===== src/rtl/wcrs_pkg.sv =====
`timescale 1ns / 1ps
// ----------------------------------------------------------------------------
// wcrs_pkg
// Shared constants and types of the windowed count regression slope unit.
// ----------------------------------------------------------------------------
package wcrs_pkg;

   // window and region geometry
   localparam int WINDOW_BASES = 10000;
   localparam int MEGABASE     = 1000000;
   localparam int POS_W        = 28;
   localparam int REGION_W     = 9;
   localparam logic [REGION_W-1:0] REGION_RESET = REGION_W'(250);
   localparam int WIN_PER_MB   = MEGABASE / WINDOW_BASES;
   localparam int NWIN_W       = $clog2(((2**REGION_W) - 1) * WIN_PER_MB + 1);
   localparam int WIN_W        = $clog2(((2**POS_W) - 1) / WINDOW_BASES + 1);

   // division by the window size as a multiply by a rounded-up reciprocal
   localparam int RECIP_SHIFT = POS_W + $clog2(WINDOW_BASES);
   localparam int RECIP_W     = POS_W + 1;
   localparam longint unsigned RECIP_VAL =
      ((64'd1 << RECIP_SHIFT) + WINDOW_BASES - 1) / WINDOW_BASES;
   localparam logic [RECIP_W-1:0] RECIP = RECIP_W'(RECIP_VAL);
   localparam int PROD_W = POS_W + RECIP_W;

   // counters and sums
   localparam int CNT_W  = 14;
   localparam int SUM_W  = 32;
   localparam int SQ_W   = 48;
   localparam int USED_W = 16;
   localparam int SLOPE_W = 48;

   // one queued item, already classified
   typedef struct packed {
      logic [POS_W-1:0] pos;
      logic [WIN_W-1:0] win;
      logic             ctrl;
      logic             last;
      logic             in_region;
   } entry_type;

endpackage


===== src/rtl/wcrs_queue.sv =====
`timescale 1ns / 1ps
// ----------------------------------------------------------------------------
// wcrs_queue
// Four-entry item queue between the classifier and the accumulator.
// ----------------------------------------------------------------------------
module wcrs_queue (
   input  logic                clock,
   input  logic                reset,
   input  logic                push,
   input  wcrs_pkg::entry_type push_entry,
   output logic                full,
   input  logic                pop,
   output logic                head_valid,
   output wcrs_pkg::entry_type head
);

   wcrs_pkg::entry_type mem_ff [4];
   logic [1:0] wr_ptr_ff, wr_ptr_in;
   logic [1:0] rd_ptr_ff, rd_ptr_in;
   logic [2:0] fill_ff, fill_in;
   logic       do_push, do_pop;

   // status
   assign full       = (fill_ff == 3'd4);
   assign head_valid = (fill_ff != 3'd0);
   assign head       = mem_ff[rd_ptr_ff];
   assign do_push    = push & ~full;
   assign do_pop     = pop & head_valid;

   // pointer update
   always_comb begin
      wr_ptr_in = wr_ptr_ff + {1'b0, do_push};
      rd_ptr_in = rd_ptr_ff + {1'b0, do_pop};
      fill_in   = fill_ff + {2'b00, do_push} - {2'b00, do_pop};
   end

   always_ff @(posedge clock) begin
      if (reset) begin
         wr_ptr_ff <= '0;
         rd_ptr_ff <= '0;
         fill_ff   <= '0;
      end else begin
         wr_ptr_ff <= wr_ptr_in;
         rd_ptr_ff <= rd_ptr_in;
         fill_ff   <= fill_in;
      end
   end

   // storage
   always_ff @(posedge clock) begin
      if (do_push) begin
         mem_ff[wr_ptr_ff] <= push_entry;
      end
   end

endmodule


===== config.mk =====
export PLATFORM = sky130hd
export DESIGN_NAME = wcrs_queue
export DESIGN_NICKNAME = d
export VERILOG_FILES = /design/src/rtl/wcrs_pkg.sv /design/src/rtl/wcrs_queue.sv
export SDC_FILE = /design/constraint.sdc
export NUM_CORES = 1
export LEC_CHECK = 0
export ABC_AREA = 1
export BUFFER_PORTS_ARGS = -buffer_cell sky130_fd_sc_hd__buf_2
export CAP_MARGIN = 20
export CORE_UTILIZATION = 26
export DETAILED_ROUTE_END_ITERATION = 6
export SYNTH_ARGS = -nofsm -noshare
export SYNTH_HDL_FRONTEND = slang
export SYNTH_SLANG_ARGS = --single-unit

===== constraint.sdc =====
create_clock -name clock -period 4.7 [get_ports clock]
set_input_delay 0.47 -clock clock [delete_from_list [all_inputs] [get_ports clock]]
set_output_delay 0.47 -clock clock [all_outputs]
set_load 0.05 [all_outputs]

==> Yosys cells after proc, flatten, opt, wreduce, memory -nomap -nowiden <==
Memory sizes are Yosys's and may differ from the RTL's. A register that Yosys moved wholly into a read port is not among the register bits.
Cells that the tools add are included.
{ "totals": {"regBits": 7, "mem_bits_rw": 184, "in_bits": 50, "n_memories": 1} }
{ "memory_table": {"columns": ["memory", "words", "width", "rd", "rd_ports_with_merged_regs", "wr", "line_no", "source"], "rows": [
  ["mem_ff", 4, 46, 1, 1, 1, "wcrs_queue.sv:17", "wcrs_pkg::entry_type mem_ff [4];"]
]} }
{ "op_classes": {"addsub": 4, "n_eq_ne": 1, "n_mux": 3, "n_bitwise": 3, "n_reduce_logical": 1} }
{ "op_table": {"columns": ["operator", "n"], "rows": [
  ["adder 2 x 1 -> 2 bit", 2],
  ["adder 3 x 1 -> 3 bit", 1],
  ["== test 3 bit (second input constant)", 1],
  ["nonzero test 3 bit", 1],
  ["subtractor 3 x 1 -> 3 bit", 1],
  ["AND 1 bit", 2],
  ["2-to-1 mux 1 bit", 2],
  ["2-to-1 mux 2 bit", 1],
  ["NOT 1 bit", 1]
]} }

==> Logic depth before layout (Yosys ltp) <==
{ "depth": {"ltp_word": 5, "mapped_depth": 11, "depth_no_buf": 11} }

==> Least setup slack after synthesis <==
No wires, ideal clock.
{ "synth_timing": {"path_kind": "register to register", "startpoint": "register fill_ff[1]", "endpoint": "memory mem_ff[0][0] in the netlist's numbering (enable)", "setup_time_ns": 0.507, "arrival_time_ns": 3.738, "t_required_ns": 4.193, "slack_ns": 0.455, "stages_incl_launch_ff": 5, "n_path_buf": 0, "cell_sequence": "dfxtp_1 inv_1 nand2_1 o21ai_2 nor3_1"} }
{ "synth_between": {"elab_chain_len": 5} }
{ "synth_lines": {"columns": ["element", "line_no", "source"], "rows": [
  ["start, declared", "wcrs_queue.sv:20", "logic [2:0] fill_ff, fill_in;"],
  ["start signal, assigned", "wcrs_queue.sv:45", "fill_ff <= fill_in;"],
  ["== test 3 bit", "wcrs_queue.sv:24", "assign full = (fill_ff == 3'd4);"],
  ["NOT 1 bit", "wcrs_queue.sv:27", "assign do_push = push & ~full;"],
  ["AND 1 bit", "wcrs_queue.sv:27", null],
  ["2-to-1 mux 1 bit", "wcrs_queue.sv:51", "if (do_push) begin"],
  ["2-to-1 mux 1 bit (not written as such)", "wcrs_queue.sv:52", "mem_ff[wr_ptr_ff] <= push_entry;"],
  ["end, declared", "wcrs_queue.sv:17", null]
]} }
Every way passes these cells.

==> results_dict.tcl <==
set metrics [dict create \
    grtUsageTotal_pct 10.6 \
    drive_above_1_share_pct 33.3 \
    yosys.area_share.simple_pct 8.41 \
    yosys-top-cells-area "edfxtp_1, o21ai_0, o22ai_2" \
    synthXorXnorAreaFrac_pct 0.232 \
    synth_area_um2 7560 \
    numCtsBuffers 17 \
    place_ws_ns 2.03 \
    ant_nets 0 \
    crit_fanout 65 \
    slew_viol_final 0 \
    htreeDepth 4 \
    setup_tns_ns 0 \
    synthFlopType "edfxtp_1" \
    maxCapViolations 0 \
    ctsResizeCount 0 \
    fin_cells 991 \
    synth.yosys.seq_area_share_pct 74.9 \
    placed_area_um2 8410 \
    cts-root-buf "clkbuf_16" \
    final_nets 647 \
    clk-insertion-delay-late_ns 0.43 \
    clock_skew_ns 0.0138 \
    power.leakage_nw 3.02 \
    dr_total_vias 4250 \
    die-height_um 173 \
    synth-edff-count 184 \
    rows 62 \
    end_kind "primary output" \
    synth_common_cells "edfxtp_1, nor2_1, o21ai_0" \
    ys_async_sr_fraction_pct 0 \
    synth_top_family_by_area "compound AO/OA/AOI/OAI gates" \
    synthCells 496 \
    grt_pass1_vias 4292 \
    hold_violations 0 \
    ys_types 25 \
    cts_setup_buffers 0 \
    worstMarginPinSlew_ns 1.08 \
    avgRoutedWirePerCell_um 15.4 \
    synth_top_area_share_pct 73.1 \
    cts_tree "done" \
    syn_nets 549 \
    worstPathArrival_ns 2.57 \
    antenna_found_initial 1 \
    clk_pin_slew_worst_paths_ns 0.08 \
    min_period_ns 3.04 \
    worstSetupPathType "reg2out" \
    grt_pass1_wl_um 24100 \
    synth-seq-cells 191 \
    grt_overflow_total 0 \
    drc_errors 0 \
    crit_required_ns 4.23 \
    r2r_slack_ns 2.72 \
    crit_path_start_kind "register" \
    fin_crit_sh_pct 64.7 \
    synthAdderAreaFrac_pct 0.596 \
    ir_drop_v 0.000269 \
    max_freq_mhz 329 \
    final_area_um2 8990 \
    postCtsHoldBufs 0 \
    synth.most_common_cell "edfxtp_1" \
    yosysTopAreaCell "edfxtp_1" \
    holdCritPathClass "in2reg" \
    die_w_um 173 \
    fin_ws_ns 1.66 \
    power_density_nw_per_um2 607 \
    grt_max_degree 95 \
    relSlewSlack_pct 28.0 \
    num_antenna_cells 0 \
    drtPass1Iterations 5 \
    status "finished clean" \
    hpwl_um 8890 \
    die_area_um2 29800 \
    syn2layout_area_growth_pct 18.8 \
    finalSetupViolCount 0 \
    port_buffers 97 \
    numPlacedInstances 959 \
    yosys_warnings 0 \
    cts_sinks 191 \
    synthMuxAreaShare_pct 0 \
    rsz0062_at_grt "no" \
    core-area_um2 28600 \
    max-clock-path-buffers 2 \
    drt_iter0_markers 267 \
    io-pin-count 98 \
    gp_congestion 0.677 \
    initial_core_util_pct 26.4 \
    vias_per_cell 4.29 \
    wirelength_um 15300 \
    avgSynthCellArea_um2 15.2 \
    synth_compound_area_share_pct 12.1 \
]
-- power breakdown --
part           internal, W  leakage [nW]  switching, W
sequential         0.00210          1.74     0.0000564
combinational     0.000427          1.00       0.00146
clock             0.000749         0.272      0.000663
total              0.00327          3.02       0.00218
-- flip-flops by register name (all words and copies together), names as in the netlist --
signal	flops
mem_ff	184
fill_ff	3
rd_ptr_ff	2
wr_ptr_ff	2
-- cells by family after synthesis --
kind of cell,count (synthesis)
flip-flops,191
buffers and inverters,42
adder cells (fa/ha/maj),3
XOR/XNOR,2
AND/OR/NAND/NOR,118
AO/OA/AOI/OAI,140
-- metal layers --
| layer | global-route usage [%] | share of wire, % |
|---|---|---|
| met5 | 0 | 0.052 |
| met4 | 4.20 | 1.5 |
| met3 | 2.81 | 3.6 |
| met2 | 17.7 | 49 |
| met1 | 13.0 | 45 |
-- critical path: stages (launching register included) --
cell and delay, ns:
dfxtp_4 0.35, inv_4 0.74, buf_4 0.43, o21ai_1 0.09, o22ai_1 0.19, buf_2 0.30
-- final cells by class --
type	instances	area, µm²
Clock buffer	17	425
Clock inverter	15	153
Fill cell	2848	19600
Inverter	12	47.5
Multi-Input combinational cell	263	1640
Sequential cell	191	5670
Tap cell	384	480
Timing Repair Buffer	109	576
-- metrics by stage --
step	util [%]	total power (W)	hold WS, ns
6_report	31.4	0.00546	0.251
5_1_grt	31.4	0.00571	0.226
4_1_cts	31.4	0.00554	0.224
3_5_place_dp	29.4	0.00412	0.587
3_3_place_gp	29.4	0.00410	0.586
2_1_floorplan	-	0.00373	0.528
-- placed cells by master, fill, tap and decap left out, types with 5 or more instances in the layout --
master	instances
o22ai_1	23
nor2_1	74
dfxtp_1	5
edfxtp_1	184
o21ai_1	20
inv_1	10
o21ai_0	69
nor2_4	23
nand2_1	10
o22ai_2	23
buf_4	12
clkbuf_16	17
buf_2	97
-- final timing paths --
path                        end            from  cells past startpoint
hold reg to reg    wr_ptr_ff[1]    wr_ptr_ff[1]                      2
hold / removal    mem_ff[0][33]  push_entry[33]                      1
setup reg to reg     fill_ff[1]      fill_ff[1]                     10
setup / recovery       head[35]    rd_ptr_ff[0]                      5
Note: power is estimated with default switching activity, not from simulation.
