## src/rtl/wcrs_pkg.sv

```systemverilog
`timescale 1ns / 1ps
// ----------------------------------------------------------------------------
// wcrs_pkg
// Shared constants and types of the windowed count regression slope unit.
// ----------------------------------------------------------------------------
package wcrs_pkg;

   // window and region geometry
   localparam int WINDOW_BASES = 10000;
   localparam int MEGABASE     = 1000000;
   localparam int POS_W        = 28;
   localparam int REGION_W     = 9;
   localparam logic [REGION_W-1:0] REGION_RESET = REGION_W'(250);
   localparam int WIN_PER_MB   = MEGABASE / WINDOW_BASES;
   localparam int NWIN_W       = $clog2(((2**REGION_W) - 1) * WIN_PER_MB + 1);
   localparam int WIN_W        = $clog2(((2**POS_W) - 1) / WINDOW_BASES + 1);

   // division by the window size as a multiply by a rounded-up reciprocal
   localparam int RECIP_SHIFT = POS_W + $clog2(WINDOW_BASES);
   localparam int RECIP_W     = POS_W + 1;
   localparam longint unsigned RECIP_VAL =
      ((64'd1 << RECIP_SHIFT) + WINDOW_BASES - 1) / WINDOW_BASES;
   localparam logic [RECIP_W-1:0] RECIP = RECIP_W'(RECIP_VAL);
   localparam int PROD_W = POS_W + RECIP_W;

   // counters and sums
   localparam int CNT_W  = 14;
   localparam int SUM_W  = 32;
   localparam int SQ_W   = 48;
   localparam int USED_W = 16;
   localparam int SLOPE_W = 48;

   // one queued item, already classified
   typedef struct packed {
      logic [POS_W-1:0] pos;
      logic [WIN_W-1:0] win;
      logic             ctrl;
      logic             last;
      logic             in_region;
   } entry_type;

endpackage

```

## src/rtl/wcrs_front.sv

```systemverilog
`timescale 1ns / 1ps
// ----------------------------------------------------------------------------
// wcrs_front
// Accepts items, finds their window and tags whether it lies in the region.
// ----------------------------------------------------------------------------
module wcrs_front (
   input  logic                              clock,
   input  logic                              reset,
   input  logic                              req_valid,
   output logic                              req_stall,
   input  logic [wcrs_pkg::POS_W-1:0]        req_position,
   input  logic                              req_source,
   input  logic                              req_last,
   input  logic                              csr_wr_en,
   input  logic [wcrs_pkg::REGION_W-1:0]     csr_wr_data,
   output logic                              push,
   output wcrs_pkg::entry_type               push_entry,
   input  logic                              full
);

   logic [wcrs_pkg::REGION_W-1:0] region_ff;
   logic [wcrs_pkg::NWIN_W-1:0]   nwin;
   logic                          stage_valid_ff, stage_valid_in;
   logic [wcrs_pkg::PROD_W-1:0]   prod_ff;
   logic [wcrs_pkg::POS_W-1:0]    pos_ff;
   logic                          ctrl_ff, last_ff;
   logic                          accept;
   logic [wcrs_pkg::WIN_W-1:0]    win;

   // region register
   always_ff @(posedge clock) begin
      if (reset) begin
         region_ff <= wcrs_pkg::REGION_RESET;
      end else if (csr_wr_en) begin
         region_ff <= csr_wr_data;
      end
   end

   assign nwin = wcrs_pkg::NWIN_W'(region_ff * wcrs_pkg::NWIN_W'(wcrs_pkg::WIN_PER_MB));

   // input handshake
   assign req_stall      = stage_valid_ff & full;
   assign accept         = req_valid & ~req_stall;
   assign stage_valid_in = accept | (stage_valid_ff & full);

   always_ff @(posedge clock) begin
      if (reset) begin
         stage_valid_ff <= 1'b0;
      end else begin
         stage_valid_ff <= stage_valid_in;
      end
   end

   // reciprocal multiply for the window index
   always_ff @(posedge clock) begin
      if (accept) begin
         prod_ff <= wcrs_pkg::PROD_W'(req_position) * wcrs_pkg::PROD_W'(wcrs_pkg::RECIP);
         pos_ff  <= req_position;
         ctrl_ff <= req_source;
         last_ff <= req_last;
      end
   end

   // classify and push
   assign win  = prod_ff[wcrs_pkg::RECIP_SHIFT +: wcrs_pkg::WIN_W];
   assign push = stage_valid_ff;

   always_comb begin
      push_entry.pos       = pos_ff;
      push_entry.win       = win;
      push_entry.ctrl      = ctrl_ff;
      push_entry.last      = last_ff;
      push_entry.in_region = (wcrs_pkg::NWIN_W'(win) < nwin);
   end

endmodule

```

## config.mk

```make
export PLATFORM = sky130hd
export DESIGN_NAME = wcrs_front
export DESIGN_NICKNAME = d
export VERILOG_FILES = /design/src/rtl/wcrs_pkg.sv /design/src/rtl/wcrs_front.sv
export SDC_FILE = /design/constraint.sdc
export NUM_CORES = 1
export LEC_CHECK = 0
export BUFFER_PORTS_ARGS = -buffer_cell sky130_fd_sc_hd__buf_2
export CORE_MARGIN = 2
export CORE_UTILIZATION = 53
export CTS_BUF_LIST = sky130_fd_sc_hd__clkbuf_8 sky130_fd_sc_hd__clkbuf_16
export CTS_CLUSTER_DIAMETER = 120
export CTS_CLUSTER_SIZE = 20
export DETAILED_ROUTE_END_ITERATION = 12
export GPL_TIMING_DRIVEN = 0
export PLACE_DENSITY = 0.71
export SETUP_SLACK_MARGIN = 0.02
export SLEW_MARGIN = 0
export SYNTH_ARGS = -nofsm -noshare
export SYNTH_HDL_FRONTEND = slang
export SYNTH_SLANG_ARGS = --single-unit
```

## constraint.sdc

```tcl
create_clock -name clock -period 13.1 [get_ports clock]
set_clock_uncertainty 0.05 [all_clocks]
set_input_delay 0.655 -clock clock [delete_from_list [all_inputs] [get_ports clock]]
set_output_delay 0.655 -clock clock [all_outputs]
set_load 0.01 [all_outputs]
```

* Yosys cells after proc, flatten, opt, wreduce, memory -nomap -nowiden *
Index checks and enable logic that the tools add are counted.

word-level totals
  output and inout bits = 48
  input bits = 44
  register bits = 95

cells by class
  $mul = 2
  magnitude comparators = 1
  bitwise gates (word level) = 4

operators by type and width
  operator                                                                count
  28-bit by 27-bit multiplier with 55-bit output (second input constant)  1
  15-bit by 16-bit less-than comparator with 1-bit output                 1
  9-bit by 5-bit multiplier with 14-bit output (second input constant)    1
  1-bit bitwise AND                                                       2
  1-bit inverter                                                          1
  1-bit OR                                                                1

* Depth between registers and ports, before layout *
  depth in word-level cells = 4
  gate-level depth with buffers = 24
  depth with buffers taken out = 23

* Worst setup path before layout *
OpenSTA, ideal clock, no wires.

  kind = input port to flip-flop
  from = in req_position[11] (netlist bit)
  to = reg prod_ff[56] (netlist bit) (data pin)
  cell stages on the path = 23
  arrival time = 6089 ps
  setup time = 266 ps
  buffers on the path = 0
  path slack = 6695 ps
  data required time = 12784 ps
  cells stage by stage = ha_1 inv_1 fa_1 inv_1 fa_1 inv_1 fa_1 inv_1 fa_1 fa_1 inv_1 fa_1 inv_1 ha_1 and4_1 and2_2 nand2_1 o32ai_1 o211ai_2 o21a_2 a31oi_4 and4_1 nor3_2

between the ends
  longest elaborated chain between the ends = 1

RTL lines
  element                                         line              text
  start, declared                                 wcrs_front.sv:11  input logic [wcrs_pkg::POS_W-1:0] req_position,
  28-bit by 27-bit multiplier with 55-bit output  wcrs_front.sv:57  prod_ff <= wcrs_pkg::PROD_W'(req_position) * wcrs_pkg::PROD_W'(wcrs_pkg::RECIP);
  end signal, assigned                            wcrs_front.sv:57
  end, declared                                   wcrs_front.sv:24  logic [wcrs_pkg::PROD_W-1:0] prod_ff;

No other way between the ends.
A chain may end at the register's enable or synchronous reset.

* Worst setup path after layout *
Ends and elaborated chain as after synthesis.

==> impl_metrics.py <==
metrics = {
    "timing": {
        "worstMarginPinSlew_ns": 0.694,
        "rsz0062_at_grt": "no",
        "setup_violations": 0,
        "report.final.slew_viol_count": 0,
        "setup_tns_ns": 0,
        "period_share": 0.557,
        "hold_viol_final": 0,
        "fin_crit_ns": 7.30,
        "slew_headroom": 0.537,
        "max_freq_ghz": 0.137,
    },
    "synthesis": {
        "syn-num-nets": 2281,
        "synth_warnings": 0,
        "synth-edff-count": 45,
        "ys_seq_elements": 55,
        "async_reset_ff_frac": 0,
        "synth_area_per_cell_sq_um": 10.3,
        "synth_ff_type": "edfxtp_1",
        "syn_inst": 1581,
        "syn_area_sq_um": 16300,
        "seq_area_frac_synth": 0.0951,
        "synth_cell_types": 56,
    },
    "floorplan": {
        "ioPinCount": 92,
        "die_w_um": 179,
        "die_area_sq_um": 32200,
        "initial_core_util": 0.536,
        "die_h_um": 179,
        "coreArea_sq_um": 30400,
        "rows": 64,
    },
    "placement": {
        "gp_congestion": 0.971,
        "dp_hpwl_mm": 34.9,
        "io_buffers": 91,
    },
    "drt": {
        "drt_iter0_drc": 664,
        "vias_per_cell": 5.21,
        "ant_nets": 0,
        "wl_mm": 39.1,
        "drcViolationCount": 0,
        "drtPass1Iterations": 7,
        "avgRoutedWirePerCell_um": 18.8,
        "num_vias": 10825,
    },
    "worst_setup_path": {
        "cp.required_ns": 13.10,
        "worstPathArrival_ns": 7.30,
        "start_kind": "primary input",
        "crit_type": "in2reg",
        "critPathSlowestCell": "fa_1",
        "path_cells": "buf_2 -> ha_1 -> inv_1 -> fa_1 -> inv_1 -> fa_1 -> inv_1 -> fa_1 -> inv_1 -> fa_1 -> fa_1 -> inv_1 -> fa_1 -> inv_1 -> ha_1 -> and4_1 -> and2_2 -> nand2_1 -> o32ai_1 -> o211ai_2 -> o21a_2 -> a31oi_4 -> and4_1 -> nor3_2",
        "cp_max_fo": 9,
        "r2r_slack_ns": 11.35,
        "cp-end-kind": "register",
        "slowest_delay_ns": 0.59,
    },
    "global_routing": {
        "antenna_found_initial": 1,
        "grt_max_degree": 26,
        "busiest_layer": "met2",
        "grt_util_all_layers": 0.258,
        "grt_pass1_vias": 11910,
        "grtUsageMet1": 0.345,
        "gr-total-overflow": 0,
        "met3_usage": 0.0504,
        "use_met2": 0.424,
        "grt_pass1_wl_mm": 63.7,
    },
    "clocking": {
        "clock-sinks": 55,
        "htree_num_levels": 2,
        "ctsHoldBuffers": 0,
        "cts.reportedPaths.clkPinSlew_ns": 0.08,
        "insertion_delay_ns": 0.32,
        "cts_root_buf": "clkbuf_16",
        "cts_buffer_depth": 2,
        "cts_tree": "yes",
        "cts-resized-gates": 0,
        "cts_buffers": 5,
        "post_cts_buffers": 0,
    },
    "outcome": {
        "status": "finished, final reports clean",
    },
    "job": {
        "cap_violations": 0,
    },
    "cells_and_area": {
        "drive_gt1_frac": 0.0690,
        "antenna_cells": 0,
        "syn_to_final_growth_pct": 6.88,
        "final_nets": 2380,
    },
    "worst_hold_path": {
        "hold_class": "in2reg",
    },
}
==> logic make-up after synthesis <==
| group | share of synthesized area |
|---|---|
| DFF | 0.0951 |
| adders and majority gates | 0.658 |
| and+or+nand+nor | 0.0353 |
| xor gates and xnor gates | 0.0161 |
| muxes | 0.00429 |
| buffers and inverters | 0.137 |
| AOI/OAI and AO/OA | 0.0546 |
==> registers in the layout (all words and copies together) (netlist names) <==
name and count:
ctrl_ff 1, last_ff 1, pos_ff 28, prod_ff 15, push 1, region_ff 9
==> routing by layer <==
metal  vias to the layer above  wire length (um)
met4                         2              1530
met1                      5439             16200
met3                        74              2690
met2                       329             18700
li1                       4981                 -
met5                         -                11
==> per-stage QoR <==
| step | std cells | utilization | instance area [sq um] | worst slack [ns] | hold slack (ns) |
|---|---|---|---|---|---|
| final | 2077 | 0.573 | 17400 | 5.80 | 0.462 |
| after global routing | 2077 | 0.573 | 17400 | 5.61 | 0.459 |
| after CTS | 2077 | 0.573 | 17400 | 5.82 | 0.459 |
| after detailed placement | 2069 | 0.569 | 17300 | 5.54 | 0.490 |
| after global placement | 2068 | 0.568 | 17300 | 5.53 | 0.491 |
| after floorplan | 1581 | - | 16300 | 6.69 | 0.444 |
==> final cells by class <==
class	instances	area [sq um]
fillers	2633	13000
well taps	396	495
flip-flops and latches	55	1550
plain buffers	7	36.3
multi-input cells	934	12500
clock buffers	5	125
repair buffers	92	475
inverters	585	2200
clock inverters	3	18.8
==> layout by cell type, fill, tap and decap left out, drive strengths merged, types with 8 or more instances in the layout <==
cell type  instances
nor2b              9
nor2              15
ha               319
buf               97
edfxtp            45
fa               337
nand2             29
inv              586
xnor2             15
nand4             14
dfxtp             10
a21oi             44
a21o              28
o21ai             22
and2               8
xor2              15
o211ai             8
==> Yosys cell counts (all sizes together) (4+ instances only) <==
cell	count	area (sq um)
nor2b	9	56.3
nor2	15	56.3
nand3	6	30.0
and4	4	35.0
o21bai	5	37.5
xor2	15	131
nand2b	7	43.8
a31oi	4	40.0
nand2	29	109
o211ai	8	65.1
inv	585	2200
buf	5	28.8
fa	337	6750
nand4	14	87.6
a21o	28	210
a21oi	44	224
xnor2	15	131
o21a	4	31.3
o21ai	22	110
ha	319	3990
edfxtp	45	1350
dfxtp	10	200
and3	6	37.5
mux2i	7	70.1
and2	8	51.3
==> path summary, 6_finish.rpt <==
| check | startpoint | endpoint | cells past startpoint |
|---|---|---|---|
| setup / recovery | req_position[11] | prod_ff[56] | 24 |
| hold / removal | req_last | last_ff | 1 |
| setup reg to reg | push | prod_ff[45] | 3 |
| hold reg to reg | region_ff[1] | region_ff[1] | 2 |
==> critical path: cells and delay by family <==
kind            cells  cell delay (ns)
buf+inv             7             0.72
simple gates        5             0.81
fa+ha+maj           8             3.94
compound gates      4             1.16
Power is left out: the tool's default activity adds up to more than one toggle a clock period on the data nets, which glitch-free logic cannot reach.
